===== config.mk =====
export PLATFORM = sky130hd
export DESIGN_NAME = ramped_heading_turn_control_unit
export DESIGN_NICKNAME = d
export VERILOG_FILES = /design/src/design/rhtc_pkg.sv /design/src/design/ramped_heading_turn_control_unit.sv /design/src/design/rhtc_cfg_regs.sv /design/src/design/rhtc_in_stage.sv /design/src/design/rhtc_core.sv
export SDC_FILE = /design/constraint.sdc
export NUM_CORES = 2
export LEC_CHECK = 0
export BUFFER_PORTS_ARGS = -buffer_cell sky130_fd_sc_hd__clkbuf_2
export CAP_MARGIN = 40
export CORE_MARGIN = 2
export CORE_UTILIZATION = 54
export DETAILED_ROUTE_END_ITERATION = 8
export PLACE_DENSITY = 0.75
export SYNTH_ARGS = -nofsm -noshare
export SYNTH_HDL_FRONTEND = slang
export SYNTH_SLANG_ARGS = --single-unit

===== constraint.sdc =====
create_clock -name clk -period 17.5 [get_ports clk]
set_clock_uncertainty 0.15 [all_clocks]
set_input_delay 0.875 -clock clk [delete_from_list [all_inputs] [get_ports clk]]
set_output_delay 0.875 -clock clk [all_outputs]
set_load 0.005 [all_outputs]

===== src/design/rhtc_pkg.sv =====
// Shared types and constants for the ramped heading turn control unit.
// No dependencies; every other design file except rhtc_checker imports this package.
`default_nettype none

package rhtc_pkg;

    // Angles in centidegrees, drive in hundredths of a percent
    localparam int unsigned FULL_TURN   = 36000;
    localparam int unsigned HALF_TURN   = 18000;
    localparam int unsigned DRIVE_LIMIT = 10000;

    localparam int unsigned TICK_MS_DEFAULT = 20;

    // Register reset values
    localparam logic [15:0] RAMP_UP_RESET   = 16'd128;
    localparam logic [15:0] RAMP_DOWN_RESET = 16'd128;
    localparam logic [13:0] MAX_OUT_RESET   = 14'd7000;
    localparam logic [13:0] MIN_OUT_RESET   = 14'd1000;
    localparam logic [14:0] DEADBAND_RESET  = 15'd100;

    localparam int unsigned CFG_INDEX_W = 3;
    localparam int unsigned CFG_DATA_W  = 16;

    typedef enum logic [CFG_INDEX_W-1:0] {
        REG_RAMP_UP   = 3'd0,
        REG_RAMP_DOWN = 3'd1,
        REG_MAX_OUT   = 3'd2,
        REG_MIN_OUT   = 3'd3,
        REG_DEADBAND  = 3'd4
    } reg_index_t;

    localparam logic OP_START = 1'b0;
    localparam logic OP_TICK  = 1'b1;

    typedef struct packed {
        logic [15:0] ramp_up_gain;
        logic [15:0] ramp_down_gain;
        logic [13:0] max_output;
        logic [13:0] min_output;
        logic [14:0] deadband;
    } cfg_t;

    typedef struct packed {
        logic        operation;
        logic [15:0] heading_sample;
        logic [15:0] target_heading;
        logic [15:0] timeout_ms;
    } item_t;

    typedef struct packed {
        logic signed [14:0] right_drive;
        logic signed [14:0] left_drive;
        logic               finished;
        logic signed [15:0] heading_error;
    } result_t;

endpackage

`default_nettype wire


===== src/design/ramped_heading_turn_control_unit.sv =====
// Ramped heading turn controller, top level.
// Path from input transfer to result valid: input register, then the
// arithmetic into the result register. Throughput: one item per cycle while
// m_tready accepts results, set by the single pass through the drive arithmetic.
// Reset: asynchronous, active low; registers return to defaults, turn idle.
`default_nettype none

module ramped_heading_turn_control_unit #(
    parameter int unsigned TICK_MS = rhtc_pkg::TICK_MS_DEFAULT
) (
    input  wire logic                             clk,
    input  wire logic                             rst_n,
    input  wire logic                             s_tvalid,
    output logic                                  s_tready,
    // [15:0] heading_sample, [31:16] target_heading, [47:32] timeout_ms
    input  wire logic [47:0]                      s_tdata,
    // [0] operation
    input  wire logic                             s_tuser,
    output logic                                  m_tvalid,
    input  wire logic                             m_tready,
    // [14:0] right_drive, [29:15] left_drive, [45:30] heading_error, [47:46] zero
    output logic [47:0]                           m_tdata,
    // [0] finished
    output logic                                  m_tuser,
    input  wire logic                             cfg_valid,
    output logic                                  cfg_ready,
    input  wire logic [rhtc_pkg::CFG_INDEX_W-1:0] cfg_index,
    input  wire logic [rhtc_pkg::CFG_DATA_W-1:0]  cfg_data
);
    import rhtc_pkg::*;

    cfg_t    cfg;
    item_t   in_item;
    item_t   held_item;
    logic    held_valid;
    logic    take;
    result_t res;

    assign in_item.operation      = s_tuser;
    assign in_item.heading_sample = s_tdata[15:0];
    assign in_item.target_heading = s_tdata[31:16];
    assign in_item.timeout_ms     = s_tdata[47:32];

    rhtc_cfg_regs u_cfg (
        .clk       (clk),
        .rst_n     (rst_n),
        .cfg_valid (cfg_valid),
        .cfg_ready (cfg_ready),
        .cfg_index (cfg_index),
        .cfg_data  (cfg_data),
        .cfg       (cfg)
    );

    rhtc_in_stage u_in (
        .clk        (clk),
        .rst_n      (rst_n),
        .in_valid   (s_tvalid),
        .in_ready   (s_tready),
        .in_item    (in_item),
        .take       (take),
        .held_valid (held_valid),
        .held_item  (held_item)
    );

    rhtc_core #(
        .TICK_MS (TICK_MS)
    ) u_core (
        .clk        (clk),
        .rst_n      (rst_n),
        .cfg        (cfg),
        .item_valid (held_valid),
        .item       (held_item),
        .take       (take),
        .res_valid  (m_tvalid),
        .res_ready  (m_tready),
        .res        (res)
    );

    assign m_tdata = {2'b00, res.heading_error, res.left_drive, res.right_drive};
    assign m_tuser = res.finished;

endmodule

`default_nettype wire


===== src/design/rhtc_cfg_regs.sv =====
// Configuration register file for the ramped heading turn control unit.
// Depends on rhtc_pkg for the register indexes and the cfg_t bundle.
`default_nettype none

module rhtc_cfg_regs (
    input  wire logic                             clk,
    input  wire logic                             rst_n,
    input  wire logic                             cfg_valid,
    output logic                                  cfg_ready,
    input  wire logic [rhtc_pkg::CFG_INDEX_W-1:0] cfg_index,
    input  wire logic [rhtc_pkg::CFG_DATA_W-1:0]  cfg_data,
    output rhtc_pkg::cfg_t                        cfg
);
    import rhtc_pkg::*;

    cfg_t cfg_reg;
    cfg_t cfg_next;

    assign cfg_ready = 1'b1;
    assign cfg       = cfg_reg;

    always_comb
    begin
        cfg_next = cfg_reg;
        if (cfg_valid)
        begin
            case (reg_index_t'(cfg_index))
                REG_RAMP_UP:   cfg_next.ramp_up_gain   = cfg_data;
                REG_RAMP_DOWN: cfg_next.ramp_down_gain = cfg_data;
                REG_MAX_OUT:   cfg_next.max_output     = cfg_data[13:0];
                REG_MIN_OUT:   cfg_next.min_output     = cfg_data[13:0];
                REG_DEADBAND:  cfg_next.deadband       = cfg_data[14:0];
                default:       cfg_next = cfg_reg;  // drop unknown index
            endcase
        end
    end

    always_ff @(posedge clk or negedge rst_n)
    begin
        if (!rst_n)
        begin
            cfg_reg.ramp_up_gain   <= RAMP_UP_RESET;
            cfg_reg.ramp_down_gain <= RAMP_DOWN_RESET;
            cfg_reg.max_output     <= MAX_OUT_RESET;
            cfg_reg.min_output     <= MIN_OUT_RESET;
            cfg_reg.deadband       <= DEADBAND_RESET;
        end
        else
        begin
            cfg_reg <= cfg_next;
        end
    end

endmodule

`default_nettype wire


===== src/design/rhtc_in_stage.sv =====
// Input register stage: captures one item per transfer and holds it until
// the core takes it. Depends on rhtc_pkg for item_t.
`default_nettype none

module rhtc_in_stage (
    input  wire logic            clk,
    input  wire logic            rst_n,
    input  wire logic            in_valid,
    output logic                 in_ready,
    input  wire rhtc_pkg::item_t in_item,
    input  wire logic            take,
    output logic                 held_valid,
    output rhtc_pkg::item_t      held_item
);
    import rhtc_pkg::*;

    logic  valid_reg;
    logic  valid_next;
    item_t item_reg;

    // Accept when empty or when the held item leaves this cycle
    assign in_ready   = !valid_reg || take;
    assign held_valid = valid_reg;
    assign held_item  = item_reg;

    always_comb
    begin
        valid_next = valid_reg;
        if (in_ready)
        begin
            valid_next = in_valid;
        end
    end

    always_ff @(posedge clk or negedge rst_n)
    begin
        if (!rst_n)
        begin
            valid_reg <= 1'b0;
        end
        else
        begin
            valid_reg <= valid_next;
        end
    end

    always_ff @(posedge clk)
    begin
        if (in_ready && in_valid)
        begin
            item_reg <= in_item;
        end
    end

endmodule

`default_nettype wire


===== src/design/rhtc_core.sv =====
// Turn state, drive magnitude arithmetic and result register.
// Depends on rhtc_pkg for cfg_t, item_t, result_t and angle constants.
`default_nettype none

module rhtc_core #(
    parameter int unsigned TICK_MS = rhtc_pkg::TICK_MS_DEFAULT
) (
    input  wire logic            clk,
    input  wire logic            rst_n,
    input  wire rhtc_pkg::cfg_t  cfg,
    input  wire logic            item_valid,
    input  wire rhtc_pkg::item_t item,
    output logic                 take,
    output logic                 res_valid,
    input  wire logic            res_ready,
    output rhtc_pkg::result_t    res
);
    import rhtc_pkg::*;

    // Elapsed time saturates just above any 16-bit time limit.
    localparam int unsigned ELAPSED_W   = 17;
    localparam int unsigned ELAPSED_SAT = 65536;
    // Ramp time in units of 1/100 ms; beyond this the start ramp exceeds
    // every possible max_output for any nonzero gain.
    localparam int unsigned RAMP_W      = 23;
    localparam int unsigned RAMP_SAT    = 1 << (RAMP_W - 1);
    localparam int unsigned RAMP_STEP   = TICK_MS * 100;
    localparam int unsigned RAMP_INIT   = (RAMP_STEP < RAMP_SAT) ? RAMP_STEP : RAMP_SAT;

    function automatic logic [15:0] reduce_heading(input logic [15:0] h);
        logic [15:0] r;
        r = (h >= 16'(FULL_TURN)) ? h - 16'(FULL_TURN) : h;
        return r;
    endfunction

    logic                  running_reg,  running_next;
    logic signed [15:0]    err_reg,      err_next;
    logic [15:0]           goal_reg,     goal_next;
    logic [15:0]           limit_reg,    limit_next;
    logic [ELAPSED_W-1:0]  elapsed_reg,  elapsed_next;
    logic [RAMP_W-1:0]     ramp_reg,     ramp_next;
    logic                  out_valid_reg, out_valid_next;
    result_t               res_reg,      res_next;

    logic [15:0]           goal_sel;
    logic [15:0]           meas_mod;
    logic [15:0]           goal_mod;
    logic signed [16:0]    diff;
    logic signed [16:0]    diff_wrapped;
    logic [15:0]           err_abs;
    logic [14:0]           err_mag;
    logic                  drive_on;
    logic [38:0]           start_prod;
    logic [30:0]           start_line;
    logic [30:0]           end_prod;
    logic [22:0]           end_line;
    logic [13:0]           m_ceil;
    logic [13:0]           m_end;
    logic [13:0]           m_floor;
    logic [13:0]           mag;
    logic signed [14:0]    right;
    logic [ELAPSED_W:0]    elapsed_sum;
    logic [RAMP_W:0]       ramp_sum;

    assign take      = item_valid && (!out_valid_reg || res_ready);
    assign res_valid = out_valid_reg;
    assign res       = res_reg;

    // Wrapped error of the incoming sample against the goal in force
    always_comb
    begin
        goal_sel = (item.operation == OP_START) ? item.target_heading : goal_reg;
        meas_mod = reduce_heading(item.heading_sample);
        goal_mod = reduce_heading(goal_sel);
        diff     = $signed({1'b0, meas_mod}) - $signed({1'b0, goal_mod});
        if (diff > $signed(17'(HALF_TURN)))
        begin
            diff_wrapped = diff - $signed(17'(FULL_TURN));
        end
        else if (diff < -$signed(17'(HALF_TURN)))
        begin
            diff_wrapped = diff + $signed(17'(FULL_TURN));
        end
        else
        begin
            diff_wrapped = diff;
        end
    end

    // Drive magnitude from the stored error and ramp time
    always_comb
    begin
        err_abs    = err_reg[15] ? 16'(-err_reg) : 16'(err_reg);
        err_mag    = err_abs[14:0];
        drive_on   = running_reg && (err_mag > cfg.deadband)
                     && (elapsed_reg < {1'b0, limit_reg});
        start_prod = 39'(cfg.ramp_up_gain) * 39'(ramp_reg);
        start_line = start_prod[38:8];
        end_prod   = 31'(cfg.ramp_down_gain) * 31'(err_mag);
        end_line   = end_prod[30:8];
        m_ceil     = (start_line < 31'(cfg.max_output)) ? start_line[13:0] : cfg.max_output;
        m_end      = (23'(m_ceil) > end_line) ? end_line[13:0] : m_ceil;
        m_floor    = (m_end < cfg.min_output) ? cfg.min_output : m_end;
        mag        = (m_floor > 14'(DRIVE_LIMIT)) ? 14'(DRIVE_LIMIT) : m_floor;
        right      = err_reg[15] ? -$signed({1'b0, mag}) : $signed({1'b0, mag});
    end

    always_comb
    begin
        elapsed_sum = {1'b0, elapsed_reg} + (ELAPSED_W+1)'(TICK_MS);
        ramp_sum    = {1'b0, ramp_reg} + (RAMP_W+1)'(RAMP_STEP);

        running_next   = running_reg;
        err_next       = err_reg;
        goal_next      = goal_reg;
        limit_next     = limit_reg;
        elapsed_next   = elapsed_reg;
        ramp_next      = ramp_reg;
        res_next       = res_reg;
        out_valid_next = out_valid_reg && !res_ready;

        if (take)
        begin
            out_valid_next = 1'b1;
            if (item.operation == OP_START)
            begin
                goal_next    = item.target_heading;
                limit_next   = item.timeout_ms;
                elapsed_next = '0;
                ramp_next    = RAMP_W'(RAMP_INIT);
                err_next     = diff_wrapped[15:0];
                running_next = 1'b1;
                res_next.right_drive   = '0;
                res_next.left_drive    = '0;
                res_next.finished      = 1'b0;
                res_next.heading_error = diff_wrapped[15:0];
            end
            else if (drive_on)
            begin
                err_next     = diff_wrapped[15:0];
                elapsed_next = (elapsed_sum >= (ELAPSED_W+1)'(ELAPSED_SAT))
                               ? ELAPSED_W'(ELAPSED_SAT) : elapsed_sum[ELAPSED_W-1:0];
                ramp_next    = (ramp_sum >= (RAMP_W+1)'(RAMP_SAT))
                               ? RAMP_W'(RAMP_SAT) : ramp_sum[RAMP_W-1:0];
                res_next.right_drive   = right;
                res_next.left_drive    = -right;
                res_next.finished      = 1'b0;
                res_next.heading_error = diff_wrapped[15:0];
            end
            else
            begin
                running_next = 1'b0;
                res_next.right_drive   = '0;
                res_next.left_drive    = '0;
                res_next.finished      = 1'b1;
                res_next.heading_error = err_reg;
            end
        end
    end

    always_ff @(posedge clk or negedge rst_n)
    begin
        if (!rst_n)
        begin
            running_reg   <= 1'b0;
            err_reg       <= '0;
            goal_reg      <= '0;
            limit_reg     <= '0;
            elapsed_reg   <= '0;
            ramp_reg      <= '0;
            out_valid_reg <= 1'b0;
        end
        else
        begin
            running_reg   <= running_next;
            err_reg       <= err_next;
            goal_reg      <= goal_next;
            limit_reg     <= limit_next;
            elapsed_reg   <= elapsed_next;
            ramp_reg      <= ramp_next;
            out_valid_reg <= out_valid_next;
        end
    end

    always_ff @(posedge clk)
    begin
        res_reg <= res_next;
    end

endmodule

`default_nettype wire


==> tab_implementation.tex <==
\begin{tabular}{lr}
\hline
Metric & Value \\
\hline
\multicolumn{2}{l}{\textbf{STA}} \\
\quad Final Hold Vio Count & 0 \\
\quad Final period utilization & between 90\% and 100\% \\
\quad Unrepaired setup endpoints after global routing & false \\
\quad Number of setup violations in the final report & 0 \\
\quad Measured slew at the worst slew-check pin & about 0.91 ns \\
\quad Upper clock frequency limit & 59.79 MHz \\
\quad Setup TNS Final & 0 ns \\
\quad Worst slew slack as a fraction of its limit & around two fifths \\
\quad Count of final max-slew check failures & 0 \\
\quad Final period demand of the worst path & $\sim$17 ns \\
\multicolumn{2}{l}{\textbf{Global route}} \\
\quad Global-route congestion overflow total & 0 \\
\quad Wire length of the first global-routing pass & about 150 mm \\
\quad Number of global-route vias before repair & between 20000 and 30000 \\
\quad Antenna violations before repair & 2 \\
\quad Overall Global Routing Usage & approximately 29\% \\
\quad Largest net degree at the start of global routing & 50 \\
\multicolumn{2}{l}{\textbf{Synth}} \\
\quad Cell count after synthesis & around 3800 \\
\quad Number of distinct library cells after synthesis & roughly 120 \\
\quad Leading post-synthesis cells by cell area & sky130\_fd\_sc\_hd\_\_fa\_1 (26\%), sky130\_fd\_sc\_hd\_\_ha\_1 (10\%), sky130\_fd\_sc\_hd\_\_dfrtp\_1 (10\%) \\
\quad Post-synthesis adder-cell area fraction & 35.95\% \\
\quad Synthesized area per cell & approximately 9 um\^{}2 \\
\quad Most numerous cell types in the synthesized netlist & sky130\_fd\_sc\_hd\_\_inv\_1 (565), sky130\_fd\_sc\_hd\_\_nand2\_1 (513), sky130\_fd\_sc\_hd\_\_fa\_1 (448) \\
\quad Share of synthesized area occupied by flip-flops and latches & 19.69\% \\
\quad Post-synthesis xor/xnor area fraction & under 10\% \\
\quad Synthesized-area fraction occupied by and/or/nand/nor cells & between 10\% and 20\% \\
\quad Top-area cell type share of the netlist area & about a quarter \\
\quad Flip-flop and latch count after synthesis & $\sim$260 \\
\quad Proportion of synthesized area in mux cells & approximately 4.5\% \\
\quad EDFF count, synth & 95 \\
\quad Mapped Area & about 0.035 mm\^{}2 \\
\quad Compound-cell area share of the yosys netlist & roughly an eighth \\
\quad Async set or reset register ratio after synthesis & between 60 and 70\% \\
\quad Main combinational cell family by area after synthesis & adder cells \\
\quad Library cell with the highest instance count after synthesis & sky130\_fd\_sc\_hd\_\_inv\_1 \\
\quad Main synth FF type & sky130\_fd\_sc\_hd\_\_dfrtp\_1 \\
\quad Yosys top cell by area & sky130\_fd\_sc\_hd\_\_fa\_1 \\
\quad Yosys warning total & 0 \\
\multicolumn{2}{l}{\textbf{Critical path}} \\
\quad Delay contributed by the slowest stage of the critical path & between 0.8 and 0.9 ns \\
\quad Crit path arrival time & about 17 ns \\
\quad Top cell by count, worst path & sky130\_fd\_sc\_hd\_\_fa\_1 \\
\quad Worst setup path category & flop to flop \\
\quad Crit. End Element & flop \\
\quad CP required & between 15 and 20 ns \\
\quad Kind of launch point of the worst setup path & flop \\
\quad CP Max Fanout & 25 \\
\quad Standard cell with the maximum stage delay on the critical path & sky130\_fd\_sc\_hd\_\_or4\_1 \\
\multicolumn{2}{l}{\textbf{Run status}} \\
\quad Result of the run & finished, final reports clean \\
\multicolumn{2}{l}{\textbf{Routing}} \\
\quad Aggregate routed wire length & between 90 and 100 mm \\
\quad Average wire per standard cell & just under 20 um \\
\quad Initial DRC Count & about 2200 \\
\quad Via count of the routed design & 27440 \\
\quad Number of vias per cell after detailed routing & $\sim$5.8 \\
\quad Residual DRC count & 0 \\
\quad DRT antenna net count & 0 \\
\quad Length of the first detailed-routing pass in iterations & 5 \\
\multicolumn{2}{l}{\textbf{Final layout}} \\
\quad Post-layout net count & approximately 4700 \\
\quad Fill cell total of the finished layout & $\sim$5500 \\
\quad Layout area overhead & 7.732\% \\
\quad Share of final-layout standard cells stronger than drive strength 1 & between 10\% and 20\% \\
\quad Flip-flop count of the largest register after layout & 75 \\
\multicolumn{2}{l}{\textbf{Floorplanning}} \\
\quad Die Width & 258.4 um \\
\quad Effective utilization at floorplan & between 50\% and 60\% \\
\quad Vert. Die Dim & 258.4 um \\
\quad Core box area & between 0.06 and 0.07 mm\^{}2 \\
\quad Cell Rows & slightly above 90 \\
\quad Number of top-level design ports & between 100 and 150 \\
\quad Die area & 0.06675 mm\^{}2 \\
\multicolumn{2}{l}{\textbf{Placed design}} \\
\quad Final estimated routing congestion in global placement & around 0.95 \\
\quad Post-detail-place hpwl & $\sim$74 mm \\
\quad I/O Buffers & between 100 and 150 \\
\multicolumn{2}{l}{\textbf{Clock network}} \\
\quad Depth of the CTS H-tree & 2 \\
\quad Number of clock sinks & $\sim$260 \\
\quad Worst-skew pair later-pin latency & 0.56 ns \\
\quad CTS buffer count & 34 \\
\quad Clock-pin slew of the registers on the worst-case setup and hold paths & about 0.06 ns \\
\quad Buffer type at the clock tree root & sky130\_fd\_sc\_hd\_\_clkbuf\_16 \\
\quad TritonCTS clock tree & yes \\
\quad Bufs on Longest Clock Path & 3 \\
\multicolumn{2}{l}{\textbf{Run}} \\
\quad Maximum Capacitance Violations & 0 \\
\multicolumn{2}{l}{\textbf{Hold path}} \\
\quad HP Class & input port to asynchronous set/reset pin \\
\hline
\end{tabular}
[cell type report]
type | count | area [um^2] | share of cell area (%)
inverters | 566 | 2125 | 5.645
well taps | 855 | 1070 | 2.842
clock buffers | 40 | 935.9 | 2.487
flip-flops and latches | 255 | 6880 | 18.28
diodes | 1 | 2.502 | 0.006649
clock inverters | 21 | 271.5 | 0.7214
multi-input cells | 2837 | 25270 | 67.14
repair buffers | 176 | 1084 | 2.879
[timing repair]
| item | 4_1_cts | 5_1_grt |
|---|---|---|
| setup buffers | 0 | 0 |
| resized for setup | 0 | 4 |
| setup endpoints to repair | 0 | 8 |
| hold buffers | 0 | 0 |
| hold endpoints to repair | 0 | 0 |
[metrics by stage]
step                      std cells  cell area (um^2)  hold WS, ns  worst slack [ns]  utilization, %
final                          4751             37640       0.1299            0.7743           58.60
after global routing           4750             37630       0.1626           0.01609           58.59
after CTS                      4750             37620       0.1505            0.6735           58.57
after detailed placement       4689             36410       0.2895            0.7518           56.69
after global placement         4680             36290       0.2844             1.069           56.49
after floorplan                3850             35070       0.2760             1.957               -
[worst max-delay path: cells and delay by family, from the launching register on]
family	cells	cell delay, ns
AO/OA/AOI/OAI	13	2.78
adder cells (fa/ha/maj)	11	4.86
buffers and inverters	5	0.33
XOR/XNOR	1	0.36
AND/OR/NAND/NOR	23	6.31
flip-flops	1	0.63
multiplexers	3	1.00
[metal layers]
layer	up-vias	share of wire, %	global-route usage (%)	routed length (um)
met5	-	0	0	0
met4	0	4.1	10.66	3842
met3	184	8.5	5.751	7982
met2	1074	44	45.07	41730
met1	13602	43	40.52	40290
li1	12580	-	-	-
[cells by family (layout without fill, tap and decap cells)]
logic type                 count (synthesis)  after routing
AOI/OAI and AO/OA                        614            614
other                                      2             40
adders and majority gates                735            735
DFF                                      255            255
and+or+nand+nor                         1212           1212
muxes                                    140            140
buffers and inverters                    758            803
xor gates and xnor gates                  97             97
[worst paths after layout]
kind / from / end / slack [ns] / cells after the start
max: u_cfg.cfg[65]$_DFFE_PN0P_ / u_core.res[30]$_SDFFCE_PN0P_ / 0.77 / 56
min: rst_n / u_core.goal_reg[14]$_DFFE_PN0P_ / 0.13 / 1
max reg2reg: u_cfg.cfg[65]$_DFFE_PN0P_ / u_core.res[30]$_SDFFCE_PN0P_ / 0.77 / 56
min reg2reg: u_in.held_item[15]$_DFFE_PP_ / u_core.limit_reg[15]$_DFFE_PN0P_ / 0.30 / 2
max in group asynchronous: rst_n / u_cfg.cfg[21]$_DFFE_PN1P_ / 15.86 / 3
min in group clk: u_in.held_item[15]$_DFFE_PP_ / u_core.limit_reg[15]$_DFFE_PN0P_ / 0.30 / 2
[cell usage in the layout, fill, tap and decap left out, types with 10 or more instances in the layout]
master / netlist / final
sky130_fd_sc_hd__inv_1: 565 / 564
sky130_fd_sc_hd__nand2_1: 513 / 513
sky130_fd_sc_hd__fa_1: 448 / 448
sky130_fd_sc_hd__ha_1: 287 / 287
sky130_fd_sc_hd__and2_1: 231 / 230
sky130_fd_sc_hd__o21ai_0: 187 / 186
sky130_fd_sc_hd__nor2_1: 150 / 149
sky130_fd_sc_hd__dfrtp_1: 142 / 141
sky130_fd_sc_hd__clkbuf_2: 0 / 120
sky130_fd_sc_hd__a21oi_1: 114 / 114
sky130_fd_sc_hd__mux2_2: 98 / 98
sky130_fd_sc_hd__edfxtp_1: 95 / 95
sky130_fd_sc_hd__xnor2_1: 58 / 57
sky130_fd_sc_hd__buf_4: 7 / 47
sky130_fd_sc_hd__nand4_1: 46 / 46
sky130_fd_sc_hd__nand2b_1: 42 / 42
sky130_fd_sc_hd__nand3_1: 42 / 42
sky130_fd_sc_hd__o21a_1: 40 / 40
sky130_fd_sc_hd__nor3_1: 40 / 39
sky130_fd_sc_hd__xor2_1: 39 / 39
sky130_fd_sc_hd__conb_1: 2 / 39
sky130_fd_sc_hd__clkbuf_16: 0 / 36
sky130_fd_sc_hd__nor2b_1: 36 / 35
sky130_fd_sc_hd__mux2i_1: 31 / 31
sky130_fd_sc_hd__o211ai_1: 29 / 29
sky130_fd_sc_hd__a21o_1: 28 / 28
sky130_fd_sc_hd__and3_1: 27 / 27
sky130_fd_sc_hd__or3_1: 18 / 18
sky130_fd_sc_hd__o31ai_1: 18 / 18
sky130_fd_sc_hd__dfstp_2: 18 / 18
sky130_fd_sc_hd__o21ai_1: 15 / 16
sky130_fd_sc_hd__a211oi_1: 14 / 14
sky130_fd_sc_hd__a21boi_0: 12 / 12
sky130_fd_sc_hd__a31oi_1: 11 / 11
sky130_fd_sc_hd__a22oi_1: 10 / 10
Power is not shown: default switching activity piles up to over one toggle a cycle in this logic, so the estimate is an artifact.
